[config.mk]
export PLATFORM = sky130hd
export DESIGN_NAME = accel_step_detector_lockout
export DESIGN_NICKNAME = d
export VERILOG_FILES = /design/src/sv/asdl_pkg.sv /design/src/sv/asdl_cell.sv /design/src/sv/asdl_regs.sv /design/src/sv/accel_step_detector_lockout.sv
export SDC_FILE = /design/constraint.sdc
export NUM_CORES = 2
export LEC_CHECK = 0
export BUFFER_PORTS_ARGS = -buffer_cell sky130_fd_sc_hd__buf_2
export CAP_MARGIN = 20
export CORE_MARGIN = 3
export CORE_UTILIZATION = 51
export DETAILED_ROUTE_END_ITERATION = 8
export MAX_ROUTING_LAYER = met4
export PLACE_DENSITY = 0.69
export SLEW_MARGIN = 10
export SYNTH_ARGS = -nofsm -noshare
export SYNTH_HDL_FRONTEND = slang
export SYNTH_SLANG_ARGS = --single-unit
[constraint.sdc]
create_clock -name clk -period 6.9 [get_ports clk]
set_clock_uncertainty 0.1 [all_clocks]
set_input_delay 0.69 -clock clk [delete_from_list [all_inputs] [get_ports clk]]
set_output_delay 0.69 -clock clk [all_outputs]
set_load 0.01 [all_outputs]
[src/sv/asdl_pkg.sv]
// shared types and constants for the acceleration step detector with lockout
`default_nettype none
package asdl_pkg;

	localparam int WINDOW      = 100;
	localparam int SAMPLE_W    = 16;
	localparam int TOTAL_W     = SAMPLE_W + $clog2(WINDOW);
	localparam int LHS_W       = TOTAL_W + 1;
	localparam int THR_W       = 15;
	localparam int TICKS_W     = 16;
	localparam int OUT_TOTAL_W = 23;
	localparam int OUT_DATA_W  = 32;
	localparam int OUT_PAD_W   = OUT_DATA_W - 2 - OUT_TOTAL_W;
	localparam int APB_DATA_W  = 32;
	localparam int APB_ADDR_W  = 3;

	localparam logic [THR_W-1:0]   THR_RESET   = THR_W'(154);
	localparam logic [TICKS_W-1:0] TICKS_RESET = TICKS_W'(500);

	typedef enum logic {
		OP_SAMPLE = 1'b0,
		OP_TICK   = 1'b1
	} opcode_t;

	typedef enum logic {
		REG_THRESHOLD = 1'b0,
		REG_LOCKOUT   = 1'b1
	} reg_idx_t;

	typedef struct packed {
		logic [THR_W-1:0]   threshold;
		logic [TICKS_W-1:0] ticks;
	} cfg_t;

endpackage
`default_nettype wire

[src/sv/asdl_cell.sv]
// one window cell: holds a sample and hands it to the next cell on a shift
`default_nettype none
module asdl_cell (
	input  wire logic                          clk,
	input  wire logic                          arst_n,
	input  wire logic                          shift_en,
	input  wire logic [asdl_pkg::SAMPLE_W-1:0] d,
	output logic      [asdl_pkg::SAMPLE_W-1:0] q
);

	logic [asdl_pkg::SAMPLE_W-1:0] sample_q;

	always_ff @(posedge clk or negedge arst_n) begin
		if (!arst_n) begin
			sample_q <= '0;
		end else if (shift_en) begin
			sample_q <= d;
		end
	end

	assign q = sample_q;

endmodule
`default_nettype wire

[src/sv/asdl_regs.sv]
// apb configuration registers: step threshold and lockout tick count
`default_nettype none
module asdl_regs (
	input  wire logic                            clk,
	input  wire logic                            arst_n,
	input  wire logic                            psel,
	input  wire logic                            penable,
	input  wire logic                            pwrite,
	input  wire logic [asdl_pkg::APB_ADDR_W-1:0] paddr,
	input  wire logic [asdl_pkg::APB_DATA_W-1:0] pwdata,
	output logic      [asdl_pkg::APB_DATA_W-1:0] prdata,
	output logic                                 pready,
	output asdl_pkg::cfg_t                       cfg
);

	logic [asdl_pkg::THR_W-1:0]   threshold_q;
	logic [asdl_pkg::TICKS_W-1:0] ticks_q;
	asdl_pkg::reg_idx_t           idx;
	logic                         wr_en;

	assign idx    = asdl_pkg::reg_idx_t'(paddr[2]);
	assign pready = 1'b1;
	assign wr_en  = psel && penable && pwrite && pready;

	always_ff @(posedge clk or negedge arst_n) begin
		if (!arst_n) begin
			threshold_q <= asdl_pkg::THR_RESET;
			ticks_q     <= asdl_pkg::TICKS_RESET;
		end else if (wr_en) begin
			case (idx)
				asdl_pkg::REG_THRESHOLD: threshold_q <= pwdata[asdl_pkg::THR_W-1:0];
				asdl_pkg::REG_LOCKOUT:   ticks_q     <= pwdata[asdl_pkg::TICKS_W-1:0];
				default: ;
			endcase
		end
	end

	always_comb begin
		case (idx)
			asdl_pkg::REG_THRESHOLD: prdata = asdl_pkg::APB_DATA_W'(threshold_q);
			asdl_pkg::REG_LOCKOUT:   prdata = asdl_pkg::APB_DATA_W'(ticks_q);
			default:                 prdata = '0;
		endcase
	end

	assign cfg.threshold = threshold_q;
	assign cfg.ticks     = ticks_q;

endmodule
`default_nettype wire

[src/sv/accel_step_detector_lockout.sv]
// top level: window cell chain, running total, step decision and tick lockout
// path: a result reaches m_tvalid through two stage registers, s1 then s2, after its input
// one item per cycle unless m_tready stalls s2; window: a chain of cells shifted once per sample
// stages: s1 registers the sample and the updated running total, s2 holds the result
// reset: arst_n clears every window cell, the total and the lockout at once; no sweep
// reset also loads the default threshold and lockout tick count
`default_nettype none
module accel_step_detector_lockout (
	input  wire logic                            clk,
	input  wire logic                            arst_n,
	input  wire logic                            s_tvalid,
	output logic                                 s_tready,
	// accel_z [15:0]
	input  wire logic [15:0]                     s_tdata,
	// opcode [0]
	input  wire logic [0:0]                      s_tuser,
	output logic                                 m_tvalid,
	input  wire logic                            m_tready,
	// step [0], lockout_active [1], window_total [24:2], zero [31:25]
	output logic [asdl_pkg::OUT_DATA_W-1:0]      m_tdata,
	input  wire logic                            psel,
	input  wire logic                            penable,
	input  wire logic                            pwrite,
	input  wire logic [asdl_pkg::APB_ADDR_W-1:0] paddr,
	input  wire logic [asdl_pkg::APB_DATA_W-1:0] pwdata,
	output logic      [asdl_pkg::APB_DATA_W-1:0] prdata,
	output logic                                 pready
);

	localparam int SW = asdl_pkg::SAMPLE_W;
	localparam int TW = asdl_pkg::TOTAL_W;
	localparam int LW = asdl_pkg::LHS_W;

	asdl_pkg::cfg_t cfg;

	asdl_regs u_regs (
		.clk     (clk),
		.arst_n  (arst_n),
		.psel    (psel),
		.penable (penable),
		.pwrite  (pwrite),
		.paddr   (paddr),
		.pwdata  (pwdata),
		.prdata  (prdata),
		.pready  (pready),
		.cfg     (cfg)
	);

	// handshake between stages
	logic v_s1, v_s2, ready2, adv2, accept_in, shift_en;
	assign ready2    = !v_s2 || m_tready;
	assign adv2      = v_s1 && ready2;
	assign s_tready  = !v_s1 || ready2;
	assign accept_in = s_tvalid && s_tready;
	assign shift_en  = accept_in && (asdl_pkg::opcode_t'(s_tuser[0]) == asdl_pkg::OP_SAMPLE);

	// window chain: taps[0] is the incoming sample, the last tap the evicted one
	logic [SW-1:0] taps [asdl_pkg::WINDOW+1];
	assign taps[0] = s_tdata[SW-1:0];

	for (genvar i = 0; i < asdl_pkg::WINDOW; i++) begin : g_cell
		asdl_cell u_cell (
			.clk      (clk),
			.arst_n   (arst_n),
			.shift_en (shift_en),
			.d        (taps[i]),
			.q        (taps[i+1])
		);
	end

	logic [TW-1:0] total_q, total_d, new_ext, old_ext;
	assign new_ext = {{(TW-SW){taps[0][SW-1]}}, taps[0]};
	assign old_ext = {{(TW-SW){taps[asdl_pkg::WINDOW][SW-1]}}, taps[asdl_pkg::WINDOW]};
	assign total_d = total_q + new_ext - old_ext;

	always_ff @(posedge clk or negedge arst_n) begin
		if (!arst_n) begin
			total_q <= '0;
		end else if (shift_en) begin
			total_q <= total_d;
		end
	end

	// stage 1 payload
	asdl_pkg::opcode_t op_s1;
	logic [SW-1:0]     sample_s1;
	logic [TW-1:0]     total_s1;

	always_ff @(posedge clk or negedge arst_n) begin
		if (!arst_n) begin
			v_s1 <= 1'b0;
		end else if (s_tready) begin
			v_s1 <= s_tvalid;
		end
	end

	always_ff @(posedge clk) begin
		if (accept_in) begin
			op_s1     <= asdl_pkg::opcode_t'(s_tuser[0]);
			sample_s1 <= s_tdata[SW-1:0];
			total_s1  <= shift_en ? total_d : total_q;
		end
	end

	// step decision: window*sample -/+ total against window*threshold
	logic [LW-1:0] prod, total_ext, lhs, limit;
	logic          step_hit;
	assign prod      = {{(LW-SW){sample_s1[SW-1]}}, sample_s1} * LW'(asdl_pkg::WINDOW);
	assign total_ext = {total_s1[TW-1], total_s1};
	assign lhs       = total_s1[TW-1] ? prod + total_ext : prod - total_ext;
	assign limit     = LW'(cfg.threshold) * LW'(asdl_pkg::WINDOW);

	logic                           lock_q, lock_d;
	logic [asdl_pkg::TICKS_W-1:0]   remain_q, remain_d;

	assign step_hit = (op_s1 == asdl_pkg::OP_SAMPLE) && !lock_q && !sample_s1[SW-1]
		&& ($signed(lhs) > $signed(limit));

	always_comb begin
		lock_d   = lock_q;
		remain_d = remain_q;
		if (op_s1 == asdl_pkg::OP_SAMPLE) begin
			if (step_hit) begin
				lock_d   = 1'b1;
				remain_d = cfg.ticks;
			end
		end else if (lock_q) begin
			if (remain_q <= asdl_pkg::TICKS_W'(1)) begin
				lock_d   = 1'b0;
				remain_d = '0;
			end else begin
				remain_d = remain_q - asdl_pkg::TICKS_W'(1);
			end
		end
	end

	logic                             step_s2, lock_s2;
	logic [asdl_pkg::OUT_TOTAL_W-1:0] total_s2;

	always_ff @(posedge clk or negedge arst_n) begin
		if (!arst_n) begin
			v_s2     <= 1'b0;
			lock_q   <= 1'b0;
			remain_q <= '0;
		end else begin
			if (ready2) begin
				v_s2 <= v_s1;
			end
			if (adv2) begin
				lock_q   <= lock_d;
				remain_q <= remain_d;
			end
		end
	end

	always_ff @(posedge clk) begin
		if (adv2) begin
			step_s2  <= step_hit;
			lock_s2  <= lock_d;
			total_s2 <= asdl_pkg::OUT_TOTAL_W'($signed(total_s1));
		end
	end

	assign m_tvalid = v_s2;
	assign m_tdata  = {{asdl_pkg::OUT_PAD_W{1'b0}}, total_s2, lock_s2, step_s2};

endmodule
`default_nettype wire

== Yosys cells after proc, flatten, opt, wreduce, memory -nomap -nowiden ==
Cells that the tools add are included.

* Register bits after elaboration: 1738
* Latch bits: 0
* Bits in writable memories: 0
* ROM bits: 0
* Input port bits: 59
* Output and inout port bits: 67
* Word-level logic and storage cells: 155
* Memories kept: 0

* Add/sub/neg operators: 5
* Multipliers: 2
* Divide/modulo/power cells: 0
* Order comparisons: 2
* Equality and inequality tests: 1
* Shifts and indexed selects: 0
* Mux-type cells: 11
* Bitwise operators: 3
* Reduce and logical (&&, ||, !) cells: 18

{| class="wikitable"
|+ Operators with widths
! kind !! count
|-
| $mux W16 || 4
|-
| $pmux W32 S2 || 1
|-
| $add A24 B24 Y24 || 1
|-
| $gt A24 B23 Y1 || 1
|-
| $mul A24 B5 Y22 const B || 1
|-
| $mux W24 || 1
|-
| $sub A24 B24 Y24 || 1
|-
| $add A23 B23 Y23 || 1
|-
| $mux W23 || 1
|-
| $sub A23 B23 Y23 || 1
|-
| $mul A15 B5 Y20 const B || 1
|-
| $le A16 B1 Y1 const B || 1
|-
| $sub A16 B1 Y16 const B || 1
|-
| $logic_and A1 B1 Y1 || 8
|-
| $logic_not A1 Y1 || 4
|-
| $mux W1 || 4
|-
| $reduce_and A2 Y1 || 2
|-
| $not A1 Y1 || 3
|-
| $reduce_and A3 Y1 || 1
|-
| $logic_or A1 B1 Y1 || 2
|-
| $ne A2 B1 Y1 const B || 1
|-
| $reduce_bool A2 Y1 || 1
|}

== Longest topological paths before layout ==
* Depth after elaboration: 7
* Depth in mapped cells: 35
* Gate-level depth less buffers: 33

== By module ==
A second synthesis with hierarchy kept.

* Cell total of the unflattened synthesis: 4814
* Area, all modules: 78061.1 µm²

{| class="wikitable"
|+ Modules (own cells, without submodules)
! module !! instances !! cells each !! area an instance (µm²) !! sequential area each (µm²)
|-
| asdl_cell || 100 || 34 || 649.4 || 400.4
|-
| accel_step_detector_lockout || 1 || 1311 || 11552.3 || 3002.9
|-
| asdl_regs || 1 || 103 || 1571.5 || 788.3
|}

== Least setup slack after synthesis ==
No wires, ideal clock.

* Path kind: flip-flop to flip-flop
* Start point: register sample_s1[1]
* End point: register remain_q[8] in the netlist's numbering
* Library setup time: 126 ps
* Data arrival time: 6737 ps
* Data required time: 6674 ps
* Slack: -63 ps
* Stages on the path, launching flop included: 34
* Path buffers: 3
* Period minus slack after synthesis: 6963 ps
* Path through: edfxtp_1 ha_1 ha_1 ha_1 fa_1 a21o_1 a21oi_1 o21bai_1 a21oi_1 o21ai_0 a21o_1 a21oi_1 xnor2_1 ha_1 clkbuf_1 a21oi_1 or4_1 o21ai_0 o21bai_1 a21oi_1 o221ai_1 xnor2_1 ha_1 nand4_1 nor2_1 and4_1 a21oi_1 and4b_1 mux2i_2 and3_4 and2_4 buf_6 buf_6 a221o_1

* Longest elaborated chain between the ends: 7
* Elaborated cells on any way between the ends: 8
* Classes of those cells: 2 x add/sub; 1 x mul; 1 x order compare; 1 x mux; 3 x reduce/logical

{| class="wikitable"
|+ RTL lines
! item !! RTL line !! RTL
|-
| start: declaration || accel_step_detector_lockout.sv:86 || <nowiki>logic [SW-1:0] sample_s1;</nowiki>
|-
| start signal: assignment || accel_step_detector_lockout.sv:100 || <nowiki>sample_s1 <= s_tdata[SW-1:0];</nowiki>
|-
| $mul A24 B5 Y22 (*) || accel_step_detector_lockout.sv:108 || <nowiki>assign prod = {{(LW-SW){sample_s1[SW-1]}}, sample_s1} * LW'(asdl_pkg::WINDOW);</nowiki>
|-
| $sub A24 B24 Y24 / $add A24 B24 Y24 (equally long branches) || accel_step_detector_lockout.sv:110 || <nowiki>assign lhs = total_s1[TW-1] ? prod + total_ext : prod - total_ext;</nowiki>
|-
| $mux W24 (*) || accel_step_detector_lockout.sv:110 ||
|-
| $gt A24 B23 Y1 (*) || accel_step_detector_lockout.sv:117 || <nowiki>&& ($signed(lhs) > $signed(limit));</nowiki>
|-
| $logic_and A1 B1 Y1 (*) || accel_step_detector_lockout.sv:117 ||
|-
| $reduce_bool A2 Y1 (no source line) (*) || - ||
|-
| $reduce_and A3 Y1 (no source line) (*) || - ||
|-
| end signal: assignment || accel_step_detector_lockout.sv:151 || <nowiki>remain_q <= remain_d;</nowiki>
|-
| end: declaration || accel_step_detector_lockout.sv:114 || <nowiki>logic [asdl_pkg::TICKS_W-1:0] remain_q, remain_d;</nowiki>
|}

Every way passes the cells marked *; elsewhere a longest branch is shown, timed or not.
A chain may end at the register's enable or synchronous reset.

== Worst setup path after layout ==
* Start point: register sample_s1[4]
* End point: register remain_q[3] in the netlist's numbering

The elaborated chain is that of the path after synthesis.

==> impl_results.md <==
- Status: completed
- Drt wl/cell: 13.1 um
- Largest family of logic cells by synthesized area: simple AND/OR/NAND/NOR gates
- Peak Freq: 0.150 GHz
- Die ar.: 146,000 um^2
- Met1 wire length: 64,900 um
- Synth Area per Inst: 8.88 um^2
- First-pass GRT wire length: 234,000 um
- Count of input and output buffers: 83
- DIE WIDTH: 383 um
- Max_slew headroom: 30.1%
- Met2 wire len: 61,400 um
- # setup viols final: 0
- Critical path type: flop to flop
- Max Used Layer: met4
- Synth top area cells: dfrtp_1, nand2_1, ha_1
- Drt drc: 0
- Synth Area in Compound Gates: 2.86%
- Iteration-0 DRC Markers: 3,667
- Die Ht: 383 um
- Fin crit period: 6.67 ns
- Max Cap Viol: 0
- Mux share of post-synthesis cell area: 0.637%
- CTS tree: yes
- Clock root buffer master: clkbuf_16
- Total Neg Setup Slack: 0 ns
- Synth Warn #: 0
- Largest stage delay on the critical path: 0.49 ns
- Remaining Overflow, GRT: 0
- Slew Viols, Final: 0
- Max Root-Sink Buffers: 3
- Hold/Removal Path Class: input port to flop
- H-Tree Depth: 4
- Transition time of the tightest slew-check pin: 1.05 ns
- Cell area after layout: 81,900 um^2
- IO Count: 126
- RSZ-0062 raised after global routing: true
- Share of layout cells above drive strength 1: 8.14%
- Main synth FF type: dfrtp_1
- Area after DPL: 75,100 um^2
- Antenna-violating nets left: 0
- DR WL met3: 4210 um
- Count leader, synth: nand2_1
- Final period util: 96.7%
- Post-synth top area share: 57.5%
- Vias per cell: 4.87
- Crit path buf inv count: 6
- Syn Inst Count: 8,149
- Final Hold Viols: 0
- Final GP Congestion: 0.867
- Vias in the first global route: 48,800
- Critical-path top delay cell: fa_1
- Detailed Place HPWL: 78,300 um
- Count of cell types in the netlist: 76
- Routed Wire Length: 134,000 um
- XOR/XNOR share of the synthesized area: 0.872%
- Post-synthesis simple-gate area fraction: 26.8%
- Sequential fraction of the synthesis area: 60.6%
- DR vias: 49,800
- Power per cell area: 346 nW/um^2
- Post-synthesis adder-cell area fraction: 4.57%
- Sink Count: 1,738
- Antenna violations before repair: 1
- CP delay by family, top: compound AO/OA/AOI/OAI gates
- Total GRT Usage: 19.3%
- Clock Latency Late Sink: 0.78 ns
- Pin count of the biggest net entering global routing: 234
- Required @ worst endpoint: 7.46 ns
- CTS buffer count: 176
- Critical path capture point type: flop
- Maximum VDD drop: 0.000211 V
- Synthesis-to-finish area growth: 13.2%
- Core ar.: 140,000 um^2
- Row cnt: 137
- P_leak: 0.0461 uW
- Flops & latches, synth: 1,738
- Initial Util: 51.6%
- Synth cell count leaders: nand2_1, dfrtp_1, clkbuf_1
- Largest fanout on the critical path: 7
- Reg clk slew, reported paths: 0.06 ns
- Nets: 8,515
- DRT Pass-1 Iters: 7
- CP startpoint kind: flop
- Post-synth ARST share: 96.3%
- Crit path DAT: 7.23 ns
- Synthesized area: 72,300 um^2
- EDFF count, synth: 65
- Area leader, netlist: dfrtp_1
kinds of logic after synthesis:
group,count (synthesis)
fa+ha+maj,235
xor+xnor,72
simple gates,5072
other cells,2
mux,41
compound gates,323
flops,1738
buf+inv,666
worst paths after layout:
| kind | to | cells past startpoint | slack (ns) | startpoint |
|---|---|---|---|---|
| setup reg to reg | remain_q[3] | 35 | 0.23 | sample_s1[4] |
| hold / removal | u_regs.threshold_q[3] | 2 | 0.07 | pwdata[3] |
| setup / recovery | remain_q[3] | 35 | 0.23 | sample_s1[4] |
| max in group asynchronous | g_cell[92].u_cell.q[7] | 4 | 4.47 | arst_n |
| min in group asynchronous | u_regs.ticks_q[1] | 2 | 0.47 | arst_n |
| hold reg to reg | g_cell[58].u_cell.q[6] | 2 | 0.35 | g_cell[57].u_cell.q[6] |
final cells by class:
cell class | instances | area [um^2]
Multi-Input combinational cell | 5767 | 26400
Antenna cell | 1 | 2.50
Inverter | 251 | 942
Tap cell | 1876 | 2350
Clock inverter | 68 | 833
Timing Repair Buffer | 287 | 2340
Clock buffer | 253 | 5140
Fill cell | 12200 | 58400
Sequential cell | 1738 | 43800
state kept, by name, indices dropped and copies added, names as in the netlist:
register,count
g_cell.u_cell.q,1600
lock_q,1
lock_s2,1
m_tvalid,1
op_s1,1
remain_q,16
sample_s1,16
step_s2,1
total_q,23
total_s1,23
total_s2,23
u_regs.threshold_q,15
u_regs.ticks_q,16
v_s1,1
per-layer routing:
layer | up-vias | track usage (%)
met5 | - | -
met4 | 0 | 5.29
li1 | 25100 | -
met2 | 513 | 29.5
met1 | 24000 | 27.0
met3 | 215 | 3.03
cells in the final DEF (no fill, tap or decap), drive strengths merged, types with 7 or more instances in the layout:
cell         Yosys  routed
or2              7       7
nor4            13      13
dfrtp         1663    1663
xnor2           49      49
fa              49      49
a221o            7       7
or3              7       7
conb             2      24
nor2            70      70
edfxtp          65      65
nand2         4848    4848
o31ai           15      15
ha             186     186
o21a             8       8
mux2            37      37
xor2            23      23
o211ai           9       9
and3             8       8
o21bai          14      14
inv            250     262
clkbuf         357     253
nand3           28      28
nand2b          20      20
o21ai           94      94
a211oi          15      15
a21oi           83      83
o221ai           8       8
dfstp           10      10
a21o            29      29
nor3            27      27
dlygate4sd3      0      16
buf             58     271
clkinv           1      39
bufinv           0      15
nor2b           14      14
power by group:
group | internal (uW) | total (uW) | switching (uW)
logic | 3300 | 7370 | 4070
clock network | 5750 | 9720 | 3970
registers | 10800 | 11200 | 383
total | 19900 | 28300 | 8420
metrics by stage:
step / cells / hold slack (ns) / worst slack, ns / utilization [%] / total power, uW
after CTS: 10200 / 0.000267 / 0.0176 / 58.1 / 28400
after global placement: 9879 / 0.345 / -0.528 / 53.5 / 18200
after floorplan: 8171 / 0.294 / 0.0206 / - / 15800
final: 10200 / 0.0707 / 0.227 / 58.4 / 28300
after global routing: 10200 / 0.0313 / -0.164 / 58.4 / 30000
after detailed placement: 9880 / 0.346 / -0.564 / 53.5 / 18200
what timing repair did:
item / in CTS / in global routing
pin swaps: 25 / 38
endpoints found under the hold margin: 128 / 0
endpoints found under the setup margin: 19 / 19
setup buffers: 14 / 8
hold buffers: 16 / 0
resized for setup: 31 / 55
No activity file was read; power rests on OpenSTA's default activity.
